<file path="src/hw/rtl/occupancy_propagation_stencil_top_defines.svh">
// assertion macros for the occupancy propagation stencil
// used by the top level, which supplies clk_i and rst_ni
`ifndef OCCUPANCY_PROPAGATION_STENCIL_TOP_DEFINES_SVH
`define OCCUPANCY_PROPAGATION_STENCIL_TOP_DEFINES_SVH

// property must hold at every edge out of reset
`define OPS_ASSERT(lbl, prop, msg) \
  lbl: assert property (@(posedge clk_i) disable iff (!rst_ni) (prop)) else $error(msg);

// condition must never hold
`define OPS_NEVER(lbl, cond, msg) \
  lbl: assert property (@(posedge clk_i) disable iff (!rst_ni) !(cond)) else $error(msg);

`endif

</file>
<file path="src/hw/rtl/ops_pkg.sv">
// shared types, constants and helpers for the occupancy propagation stencil
// no dependencies
package ops_pkg;

  localparam int unsigned MaxRows    = 64;
  localparam int unsigned MaxCols    = 64;
  localparam int unsigned ValueBits  = 16;
  localparam int unsigned RowBits    = 6;
  localparam int unsigned ColBits    = 6;
  localparam int unsigned SizeBits   = 7;
  localparam int unsigned FactBits   = 17;
  localparam int unsigned EntryBits  = ValueBits + 1;
  localparam int unsigned StoreDepth = 3 * MaxCols;
  localparam int unsigned AddrBits   = 8;
  localparam int unsigned PaddrBits  = 5;

  localparam logic [SizeBits-1:0] SizeLimit    = 7'd64;
  localparam logic [SizeBits-1:0] ResetRows    = 7'd40;
  localparam logic [SizeBits-1:0] ResetCols    = 7'd40;
  localparam logic [FactBits-1:0] ResetDecay   = 17'd65536;
  localparam logic [FactBits-1:0] ResetGrowth  = 17'd0;

  typedef enum logic [2:0] {
    RegNumRows   = 3'd0,
    RegNumCols   = 3'd1,
    RegDecayEdge = 3'd2,
    RegDecayDiag = 3'd3,
    RegGrowth    = 3'd4
  } ops_reg_e;

  typedef struct packed {
    logic signed [ValueBits-1:0] cell_value;
    logic                        cell_is_wall;
  } ops_in_t;

  typedef struct packed {
    logic signed [ValueBits-1:0] prop_value;
    logic [RowBits-1:0]          out_row;
    logic [ColBits-1:0]          out_col;
    logic                        run_last;
    logic                        frame_last;
  } ops_out_t;

  // row modulo three, by reciprocal multiply, exact for six-bit rows
  function automatic logic [1:0] mod3(input logic [RowBits-1:0] r);
    logic [12:0]        p;
    logic [RowBits-1:0] q;
    logic [RowBits-1:0] m;
    p = 13'(r) * 13'd43;
    q = p[12:7];
    m = r - 6'(q * 6'd3);
    return m[1:0];
  endfunction

  // grid size in use: zero acts as one, large values clip
  function automatic logic [SizeBits-1:0] eff_size(input logic [SizeBits-1:0] v);
    logic [SizeBits-1:0] s;
    if (v == '0) s = 7'd1;
    else if (v > SizeLimit) s = SizeLimit;
    else s = v;
    return s;
  endfunction

endpackage

</file>
<file path="src/hw/rtl/occupancy_propagation_stencil_top.sv">
// occupancy propagation stencil: line store, neighbour scan and lerp
// depends on ops_pkg and occupancy_propagation_stencil_top_defines.svh
//
// usage
// cells enter on in_valid_i / in_stall_o in row-major order, one value and
// wall flag per item. each item causes zero to four result items on
// out_valid_o / out_stall_i, each a finished cell with its row and column.
// registers are to be set over the APB port only while the block is idle;
// the block itself does not enforce this. an item is taken while idle, then
// each result it causes goes through reads of the single-port line store
// (the cell itself, its edge and its diagonal neighbours), multiply and compare,
// the growth multiply and the final add and saturate. input is stalled
// while results are being worked out. results land in an output register,
// so a stalled receiver holds only the last result; the next result waits
// in the S_FIN state while that register is still full. reset clears the
// position counters and the registers to their defaults; the line store is
// not cleared.
`include "occupancy_propagation_stencil_top_defines.svh"

module occupancy_propagation_stencil_top import ops_pkg::*; (
  input  logic                 clk_i,
  input  logic                 rst_ni,
  input  logic                 in_valid_i,
  output logic                 in_stall_o,
  input  ops_in_t              in_data_i,
  output logic                 out_valid_o,
  input  logic                 out_stall_i,
  output ops_out_t             out_data_o,
  input  logic                 psel,
  input  logic                 penable,
  input  logic                 pwrite,
  input  logic [PaddrBits-1:0] paddr,
  input  logic [31:0]          pwdata,
  output logic [31:0]          prdata,
  output logic                 pready
);

  typedef enum logic [4:0] {
    S_IDLE  = 5'b00001,
    S_RUN   = 5'b00010,
    S_DRAIN = 5'b00100,
    S_LERP  = 5'b01000,
    S_FIN   = 5'b10000
  } state_e;

  state_e state_q, state_d;

  logic [SizeBits-1:0] num_rows_q, num_cols_q;
  logic [FactBits-1:0] dec_e_q, dec_d_q, grow_q;
  logic [RowBits-1:0]  in_row_q, in_row_d;
  logic [ColBits-1:0]  in_col_q, in_col_d;
  logic [RowBits-1:0]  r_q;
  logic [ColBits-1:0]  c_q;
  logic [SizeBits-1:0] rows_q, cols_q;
  logic [3:0]          pend_q, pend_d;
  logic [3:0]          stp_q, stp_d;
  logic                drn_q, drn_d;
  logic                t_vld_q, t_inb_q;
  logic [3:0]          t_stp_q;
  logic [EntryBits-1:0] rdata_q;
  logic signed [ValueBits-1:0] self_val_q, best_q, best_d;
  logic                self_wall_q;
  logic [3:0]          ew_q;
  logic signed [33:0]  p_q, p_d;
  logic                pv_q, pv_d;
  logic signed [35:0]  lp_q;
  ops_out_t            out_q;
  logic                out_valid_q;

  logic [EntryBits-1:0] mem_q [StoreDepth];

  // configuration port
  logic cfg_we;
  assign cfg_we = psel & penable & pwrite;
  assign pready = 1'b1;

  always_ff @(posedge clk_i or negedge rst_ni) begin
    if (!rst_ni) begin
      num_rows_q <= ResetRows;
      num_cols_q <= ResetCols;
      dec_e_q    <= ResetDecay;
      dec_d_q    <= ResetDecay;
      grow_q     <= ResetGrowth;
    end else if (cfg_we) begin
      unique case (paddr[4:2])
        RegNumRows:   num_rows_q <= pwdata[SizeBits-1:0];
        RegNumCols:   num_cols_q <= pwdata[SizeBits-1:0];
        RegDecayEdge: dec_e_q    <= pwdata[FactBits-1:0];
        RegDecayDiag: dec_d_q    <= pwdata[FactBits-1:0];
        RegGrowth:    grow_q     <= pwdata[FactBits-1:0];
        default: ;
      endcase
    end
  end

  always_comb begin
    unique case (paddr[4:2])
      RegNumRows:   prdata = 32'(num_rows_q);
      RegNumCols:   prdata = 32'(num_cols_q);
      RegDecayEdge: prdata = 32'(dec_e_q);
      RegDecayDiag: prdata = 32'(dec_d_q);
      RegGrowth:    prdata = 32'(grow_q);
      default:      prdata = '0;
    endcase
  end

  // input position and emission plan
  logic                in_acc;
  logic [SizeBits-1:0] rows_eff, cols_eff, r_tmp, r_nxt;
  logic                col_wrap;
  logic [RowBits-1:0]  acc_r;
  logic [ColBits-1:0]  acc_c;
  logic [3:0]          acc_mask;
  logic                acc_first, acc_lastc, acc_lastr;

  assign in_stall_o = (state_q != S_IDLE);
  assign in_acc     = in_valid_i & ~in_stall_o;
  assign rows_eff   = eff_size(num_rows_q);
  assign cols_eff   = eff_size(num_cols_q);

  always_comb begin
    col_wrap  = ({1'b0, in_col_q} >= cols_eff);
    r_tmp     = col_wrap ? ({1'b0, in_row_q} + 7'd1) : {1'b0, in_row_q};
    acc_r     = (r_tmp >= rows_eff) ? '0 : r_tmp[RowBits-1:0];
    acc_c     = col_wrap ? '0 : in_col_q;
    acc_lastc = ({1'b0, acc_c} == cols_eff - 7'd1);
    acc_lastr = ({1'b0, acc_r} == rows_eff - 7'd1);
    acc_first = (acc_r != '0);
    acc_mask  = {acc_lastr & acc_lastc, acc_lastr & (acc_c != '0),
                 acc_first & acc_lastc, acc_first & (acc_c != '0)};
    r_nxt     = {1'b0, acc_r} + 7'd1;
    if (acc_lastc) begin
      in_col_d = '0;
      in_row_d = (r_nxt >= rows_eff) ? '0 : r_nxt[RowBits-1:0];
    end else begin
      in_col_d = acc_c + 6'd1;
      in_row_d = acc_r;
    end
  end

  // current result: lowest pending emission
  logic [1:0]         sel;
  logic [3:0]         sel_oh;
  logic [RowBits-1:0] er;
  logic [ColBits-1:0] ec;
  logic               res_last, res_frame;

  always_comb begin
    priority if (pend_q[0]) sel = 2'd0;
    else if (pend_q[1]) sel = 2'd1;
    else if (pend_q[2]) sel = 2'd2;
    else sel = 2'd3;
    sel_oh    = 4'b0001 << sel;
    er        = sel[1] ? r_q : r_q - 6'd1;
    ec        = sel[0] ? c_q : c_q - 6'd1;
    res_last  = ((pend_q & ~sel_oh) == '0);
    res_frame = ({1'b0, er} == rows_q - 7'd1) && ({1'b0, ec} == cols_q - 7'd1);
  end

  // neighbour address for the current step
  logic [1:0]         dr, dc;
  logic [7:0]         nr, nc;
  logic               inb;
  logic [AddrBits-1:0] rd_addr;

  always_comb begin
    unique case (stp_q)
      4'd1:    begin dr = 2'b11; dc = 2'b00; end
      4'd2:    begin dr = 2'b01; dc = 2'b00; end
      4'd3:    begin dr = 2'b00; dc = 2'b11; end
      4'd4:    begin dr = 2'b00; dc = 2'b01; end
      4'd5:    begin dr = 2'b11; dc = 2'b11; end
      4'd6:    begin dr = 2'b11; dc = 2'b01; end
      4'd7:    begin dr = 2'b01; dc = 2'b11; end
      4'd8:    begin dr = 2'b01; dc = 2'b01; end
      default: begin dr = 2'b00; dc = 2'b00; end
    endcase
    nr      = {2'b00, er} + {{6{dr[1]}}, dr};
    nc      = {2'b00, ec} + {{6{dc[1]}}, dc};
    inb     = (nr < {1'b0, rows_q}) && (nc < {1'b0, cols_q});
    rd_addr = {mod3(nr[RowBits-1:0]), nc[ColBits-1:0]};
  end

  // line store
  logic                mem_re;
  logic [AddrBits-1:0] wr_addr;
  assign mem_re  = (state_q == S_RUN);
  assign wr_addr = {mod3(acc_r), acc_c};

  always_ff @(posedge clk_i) begin
    if (in_acc) mem_q[wr_addr] <= {in_data_i.cell_is_wall, in_data_i.cell_value};
    if (mem_re) rdata_q <= mem_q[rd_addr];
  end

  // neighbour scale and maximum
  logic signed [ValueBits-1:0] rv, s_sat;
  logic                        rw, diag, diag_cut, incl;
  logic [FactBits-1:0]         fac;
  logic signed [17:0]          s_sh;

  always_comb begin
    rv       = rdata_q[ValueBits-1:0];
    rw       = rdata_q[ValueBits];
    diag     = (t_stp_q >= 4'd5);
    diag_cut = ((t_stp_q == 4'd5 || t_stp_q == 4'd6) ? ew_q[0] : ew_q[1]) |
               ((t_stp_q == 4'd5 || t_stp_q == 4'd7) ? ew_q[2] : ew_q[3]);
    incl     = t_inb_q & ~rw & (t_stp_q != '0) & ~(diag & diag_cut);
    fac      = diag ? dec_d_q : dec_e_q;
    p_d      = 34'(rv) * $signed({1'b0, fac});
    pv_d     = t_vld_q & incl;
    s_sh     = p_q[33:16];
    if (s_sh > 18'sd32767) s_sat = 16'sh7fff;
    else if (s_sh < -18'sd32768) s_sat = -16'sh8000;
    else s_sat = s_sh[ValueBits-1:0];
  end

  // growth lerp and saturation
  logic signed [17:0] diff;
  logic signed [20:0] sum;
  logic signed [ValueBits-1:0] fin_val;
  logic               out_free;

  always_comb begin
    diff = 18'(best_q) - 18'(self_val_q);
    sum  = 21'(self_val_q) + 21'($signed(lp_q[35:16]));
    if (self_wall_q) fin_val = '0;
    else if (sum > 21'sd32767) fin_val = 16'sh7fff;
    else if (sum < -21'sd32768) fin_val = -16'sh8000;
    else fin_val = sum[ValueBits-1:0];
    out_free = ~out_valid_q | ~out_stall_i;
  end

  // sequencer
  always_comb begin
    state_d = state_q;
    pend_d  = pend_q;
    stp_d   = stp_q;
    drn_d   = drn_q;
    best_d  = best_q;
    if (pv_q && s_sat > best_q) best_d = s_sat;
    unique case (state_q)
      S_IDLE: begin
        if (in_acc && acc_mask != '0) begin
          state_d = S_RUN;
          pend_d  = acc_mask;
          stp_d   = '0;
          best_d  = '0;
        end
      end
      S_RUN: begin
        stp_d = stp_q + 4'd1;
        if (stp_q == 4'd8) begin
          state_d = S_DRAIN;
          drn_d   = 1'b0;
        end
      end
      S_DRAIN: begin
        drn_d = 1'b1;
        if (drn_q) state_d = S_LERP;
      end
      S_LERP: state_d = S_FIN;
      S_FIN: begin
        if (out_free) begin
          pend_d = pend_q & ~sel_oh;
          stp_d  = '0;
          best_d = '0;
          state_d = res_last ? S_IDLE : S_RUN;
        end
      end
      default: state_d = S_IDLE;
    endcase
  end

  always_ff @(posedge clk_i or negedge rst_ni) begin
    if (!rst_ni) begin
      state_q     <= S_IDLE;
      in_row_q    <= '0;
      in_col_q    <= '0;
      pend_q      <= '0;
      stp_q       <= '0;
      drn_q       <= 1'b0;
      t_vld_q     <= 1'b0;
      pv_q        <= 1'b0;
      out_valid_q <= 1'b0;
    end else begin
      state_q <= state_d;
      pend_q  <= pend_d;
      stp_q   <= stp_d;
      drn_q   <= drn_d;
      t_vld_q <= mem_re;
      pv_q    <= pv_d;
      if (in_acc) begin
        in_row_q <= in_row_d;
        in_col_q <= in_col_d;
      end
      if (state_q == S_FIN && out_free) out_valid_q <= 1'b1;
      else if (!out_stall_i) out_valid_q <= 1'b0;
    end
  end

  always_ff @(posedge clk_i) begin
    best_q  <= best_d;
    t_stp_q <= stp_q;
    t_inb_q <= inb;
    p_q     <= p_d;
    if (in_acc) begin
      r_q    <= acc_r;
      c_q    <= acc_c;
      rows_q <= rows_eff;
      cols_q <= cols_eff;
    end
    if (t_vld_q && t_stp_q == '0) begin
      self_val_q  <= rv;
      self_wall_q <= rw;
    end
    if (t_vld_q && t_stp_q >= 4'd1 && t_stp_q <= 4'd4) ew_q[t_stp_q[1:0] - 2'd1] <= rw;
    if (state_q == S_LERP) lp_q <= 36'(diff) * $signed({1'b0, grow_q});
    if (state_q == S_FIN && out_free) begin
      out_q.prop_value <= fin_val;
      out_q.out_row    <= er;
      out_q.out_col    <= ec;
      out_q.run_last   <= res_last;
      out_q.frame_last <= res_frame;
    end
  end

  assign out_valid_o = out_valid_q;
  assign out_data_o  = out_q;

  `OPS_ASSERT(a_idle_no_pend, (state_q == S_IDLE) |-> (pend_q == '0), "idle with pending results")
  `OPS_ASSERT(a_frame_run, (out_valid_o && out_data_o.frame_last) |-> out_data_o.run_last, "frame end not last of run")
  `OPS_NEVER(a_step_range, (state_q == S_RUN) && (stp_q > 4'd8), "neighbour step out of range")

endmodule
</file>
<file path="config.mk">
export PLATFORM = sky130hd
export DESIGN_NAME = occupancy_propagation_stencil_top
export DESIGN_NICKNAME = d
export VERILOG_FILES = /design/src/hw/rtl/ops_pkg.sv /design/src/hw/rtl/occupancy_propagation_stencil_top.sv
export VERILOG_INCLUDE_DIRS = /design/src /design/src/hw/rtl
export SDC_FILE = /design/constraint.sdc
export NUM_CORES = 2
export LEC_CHECK = 0
export BUFFER_PORTS_ARGS = -buffer_cell sky130_fd_sc_hd__buf_4
export CORE_MARGIN = 10
export CORE_UTILIZATION = 26
export CTS_CLUSTER_SIZE = 10
export DETAILED_ROUTE_END_ITERATION = 7
export PLACE_DENSITY_LB_ADDON = 0.3
export SLEW_MARGIN = 20
export SYNTH_ARGS = -nofsm -noshare
export SYNTH_HDL_FRONTEND = slang
export SYNTH_SLANG_ARGS = --single-unit
</file>
<file path="constraint.sdc">
create_clock -name clk_i -period 20.5 [get_ports clk_i]
set_input_delay 3.075 -clock clk_i [delete_from_list [all_inputs] [get_ports clk_i]]
set_output_delay 3.075 -clock clk_i [all_outputs]
set_load 0.01 [all_outputs]
</file>
==> results.md <==
- RSZ-0062 raised after global routing: false
- Worst setup SP type: flip-flop
- Die span in y: 801 um
- Max Cap Viol: 0
- Number of clock sinks: 3510
- Total Routing Usage GR: 12.7%
- Slew headroom: 23.5%
- Vias per cell: 4.70
- Crit path max-delay cell type: xnor2_1
- CP peak stage delay: 0.83 ns
- Final Max Slew Viols: 0
- Final setup viols: 0
- Port bufs: 92
- Setup Crit Path Kind: flip-flop to flip-flop
- Most common cell after layout, fill and taps aside: edfxtp_1
- R2R Setup Slk: 9.40 ns
- Asr flop ratio synth: 2.68%
- DP Area: 0.171 mm^2
- Worst-case clock buffer depth: 4
- Pin count of the biggest net entering global routing: 120
- Dominant synthesized flop cell: edfxtp_1
- Mapped Cells: 8553
- DR DRC count: 0
- Crit path DAT: 11.83 ns
- Post-synthesis cell type count: 87
- CTS clk-pin slew, worst paths: 0.06 ns
- #FFs+latches synth: 3510
- Insertion delay to the later sink of the worst-skew pair: 1.01 ns
- Crit end category: flip-flop
- DIE WIDTH: 801 um
- Sequential area share after synthesis: 66.0%
- H-Tree Depth: 5
- First-pass GRT wire length: 609 mm
- Total CTS buffers: 398
- Crit path required time: 21.22 ns
- Antenna viol nets, final: 0
- Die area: 0.641 mm^2
- WL/cell: 24.5 um
- Crit share post-route: 54.2%
- Ys Warns: 0
- Post-CTS Hold Buffers: 0
- Total number of vias: 80400
- Delay-heaviest family, CP: compound AO/OA/AOI/OAI gates
- Hold Fails Final Rpt: 0
- RePlAce Congestion: 0.802
- Measured slew at the worst slew-check pin: 1.14 ns
- Post-cts sizing count: 0
- Post-route cell area: 0.182 mm^2
- Hold path start: t_inb_q$_DFF_P_
- Area Growth Syn to Fin: 15.1%
- Row count: 286
- Final layout net count: 9847
- Final Skew: 0.0856 ns
- Syn Area/Cell: 18.5 um^2
- Num ports: 126
- Setup bufs post-CTS: 0
- DRT iter0 DRCs: 7735
- Worst Hold Path EP: pv_q$_DFF_PN0_
- CTS tree: done
- Post-DP HPWL: 267 mm
- Levels on crit path: 35
- Tmin final: 11.10 ns
- Most frequent cells in the layout: 3377 x edfxtp_1, 1037 x mux4_2, 678 x inv_1, 441 x fa_1, 417 x buf_4
- Synthesized area: 0.158 mm^2
- First-pass detailed-route iteration total: 6
- Core area: 0.607 mm^2
- Detailed-route wire length: 420 mm
- Number of synthesized flops with an enable pin: 3377
- Outcome: finished clean
- Proportion of layout cells with a drive suffix above 1: 25.1%
- Initial Util: 26.1%
- Reg2Reg Capture Point: mem_q[113][8]$_DFFE_PP_
- Critical path buffer and inverter count: 5
- CP max FO: 81
- Worst hold path depth: 2
- R2R cell count: 35
- Root Driver: clkbuf_16
- Vias in the first global route: 84400
- FMAX: 90.1 MHz
- Total Neg Setup Slack: 0 ns
- Initial antenna violation count: 21
- Global route overflow: 0
- Reg2reg start: num_cols_q[3]$_DFFE_PN1P_
- Hold Path Class: flip-flop to flip-flop
[final cells by class]
cell class                      instances  area [um^2]
Sequential cell                      3510       105000
Antenna cell                           19         47.5
Timing Repair Buffer                  447         3580
Multi-Input combinational cell       3912        50700
Fill cell                           59000       425000
Clock buffer                          447        10300
Tap cell                             8064        10100
Clock inverter                         39          594
Inverter                              681         2560
[sequential cells by signal, indices dropped and copies added, names as in the netlist, 7 cells and up]
register and count:
best_q 16, cols_q 7, dec_d_q 17, dec_e_q 17, grow_q 17, lp_q 19, mem_q 3264, num_cols_q 7
num_rows_q 7, out_data_o 30, p_q 18, rdata_q 17, rows_q 7, self_val_q 16
[layer usage]
metal	up-vias	GRT usage, %	part of all wire [%]
met5	-	0.118	0.028
met4	4	3.50	2.7
met3	594	2.05	6.0
met2	2498	19.9	46
met1	43500	18.2	45
li1	33800	-	-
[how the worst max path moves through the flow]
stage	start	endpoint	slack, ns
floorplan	num_cols_q[3]$_DFFE_PN1P_	mem_q[122][0]$_DFFE_PP_	11.19
global placement	num_cols_q[3]$_DFFE_PN1P_	mem_q[49][5]$_DFFE_PP_	9.60
detailed placement	num_cols_q[3]$_DFFE_PN1P_	mem_q[113][11]$_DFFE_PP_	9.63
CTS	num_cols_q[3]$_DFFE_PN1P_	mem_q[49][8]$_DFFE_PP_	9.61
global route	num_cols_q[3]$_DFFE_PN1P_	mem_q[48][8]$_DFFE_PP_	8.84
finish	num_cols_q[3]$_DFFE_PN1P_	mem_q[113][8]$_DFFE_PP_	9.40
[logic make-up after synthesis]
group	after synthesis	synth area share (%)
AOI/OAI and AO/OA	434	1.80
xor gates and xnor gates	129	0.718
adders and majority gates	837	8.70
buffers and inverters	1145	2.79
DFF	3510	66.0
muxes	1223	16.0
other	2	0.00474
and+or+nand+nor	1273	3.99
[worst min-delay path, delay by kind of cell (launching register included)]
family / cells / cell delay [ns]
AND/OR/NAND/NOR: 2 / 0.12
flip-flops: 1 / 0.30
[metrics by stage]
stage | instances | hold WS (ns) | setup WS [ns] | util, %
2_1_floorplan | 8567 | 0.345 | 11.19 | -
3_3_place_gp | 16600 | 0.426 | 9.60 | 28.2
3_5_place_dp | 16600 | 0.433 | 9.63 | 28.2
4_1_cts | 17100 | 0.444 | 9.61 | 30.0
5_1_grt | 17100 | 0.451 | 8.84 | 30.0
6_report | 17100 | 0.451 | 9.40 | 30.1
[Yosys cell counts, types with 9 or more instances]
cell type / n / share of area [%]
o22ai_1: 9 / 0.036
or3_1: 11 / 0.043
o21ai_1: 18 / 0.057
nand3b_1: 16 / 0.076
o21a_1: 18 / 0.085
o21bai_1: 14 / 0.066
and3b_1: 9 / 0.050
xnor2_1: 103 / 0.57
a21oi_1: 99 / 0.31
a211oi_1: 24 / 0.11
buf_2: 39 / 0.12
nor2_1: 161 / 0.38
a31oi_1: 30 / 0.12
a22oi_1: 16 / 0.076
nand3_1: 37 / 0.12
fa_1: 442 / 5.6
dfxtp_1: 39 / 0.49
xor2_1: 25 / 0.14
edfxtp_1: 3377 / 64
a21o_1: 56 / 0.27
clkbuf_1: 299 / 0.71
mux2_2: 88 / 0.63
buf_4: 19 / 0.090
o21ai_0: 69 / 0.22
nor2b_1: 39 / 0.15
dfrtp_1: 87 / 1.4
mux2i_1: 98 / 0.62
o211ai_1: 12 / 0.057
nand2_1: 423 / 1.0
inv_1: 678 / 1.6
mux4_2: 1037 / 15
nor4_1: 75 / 0.30
buf_1: 106 / 0.25
ha_1: 394 / 3.1
and2_1: 232 / 0.92
or2_2: 22 / 0.087
nand4_1: 14 / 0.055
nor3_1: 175 / 0.55
nand2b_1: 33 / 0.13
Power is left out: the tool's default activity adds up to more than one toggle a clock period on the data nets, which glitch-free logic cannot reach.
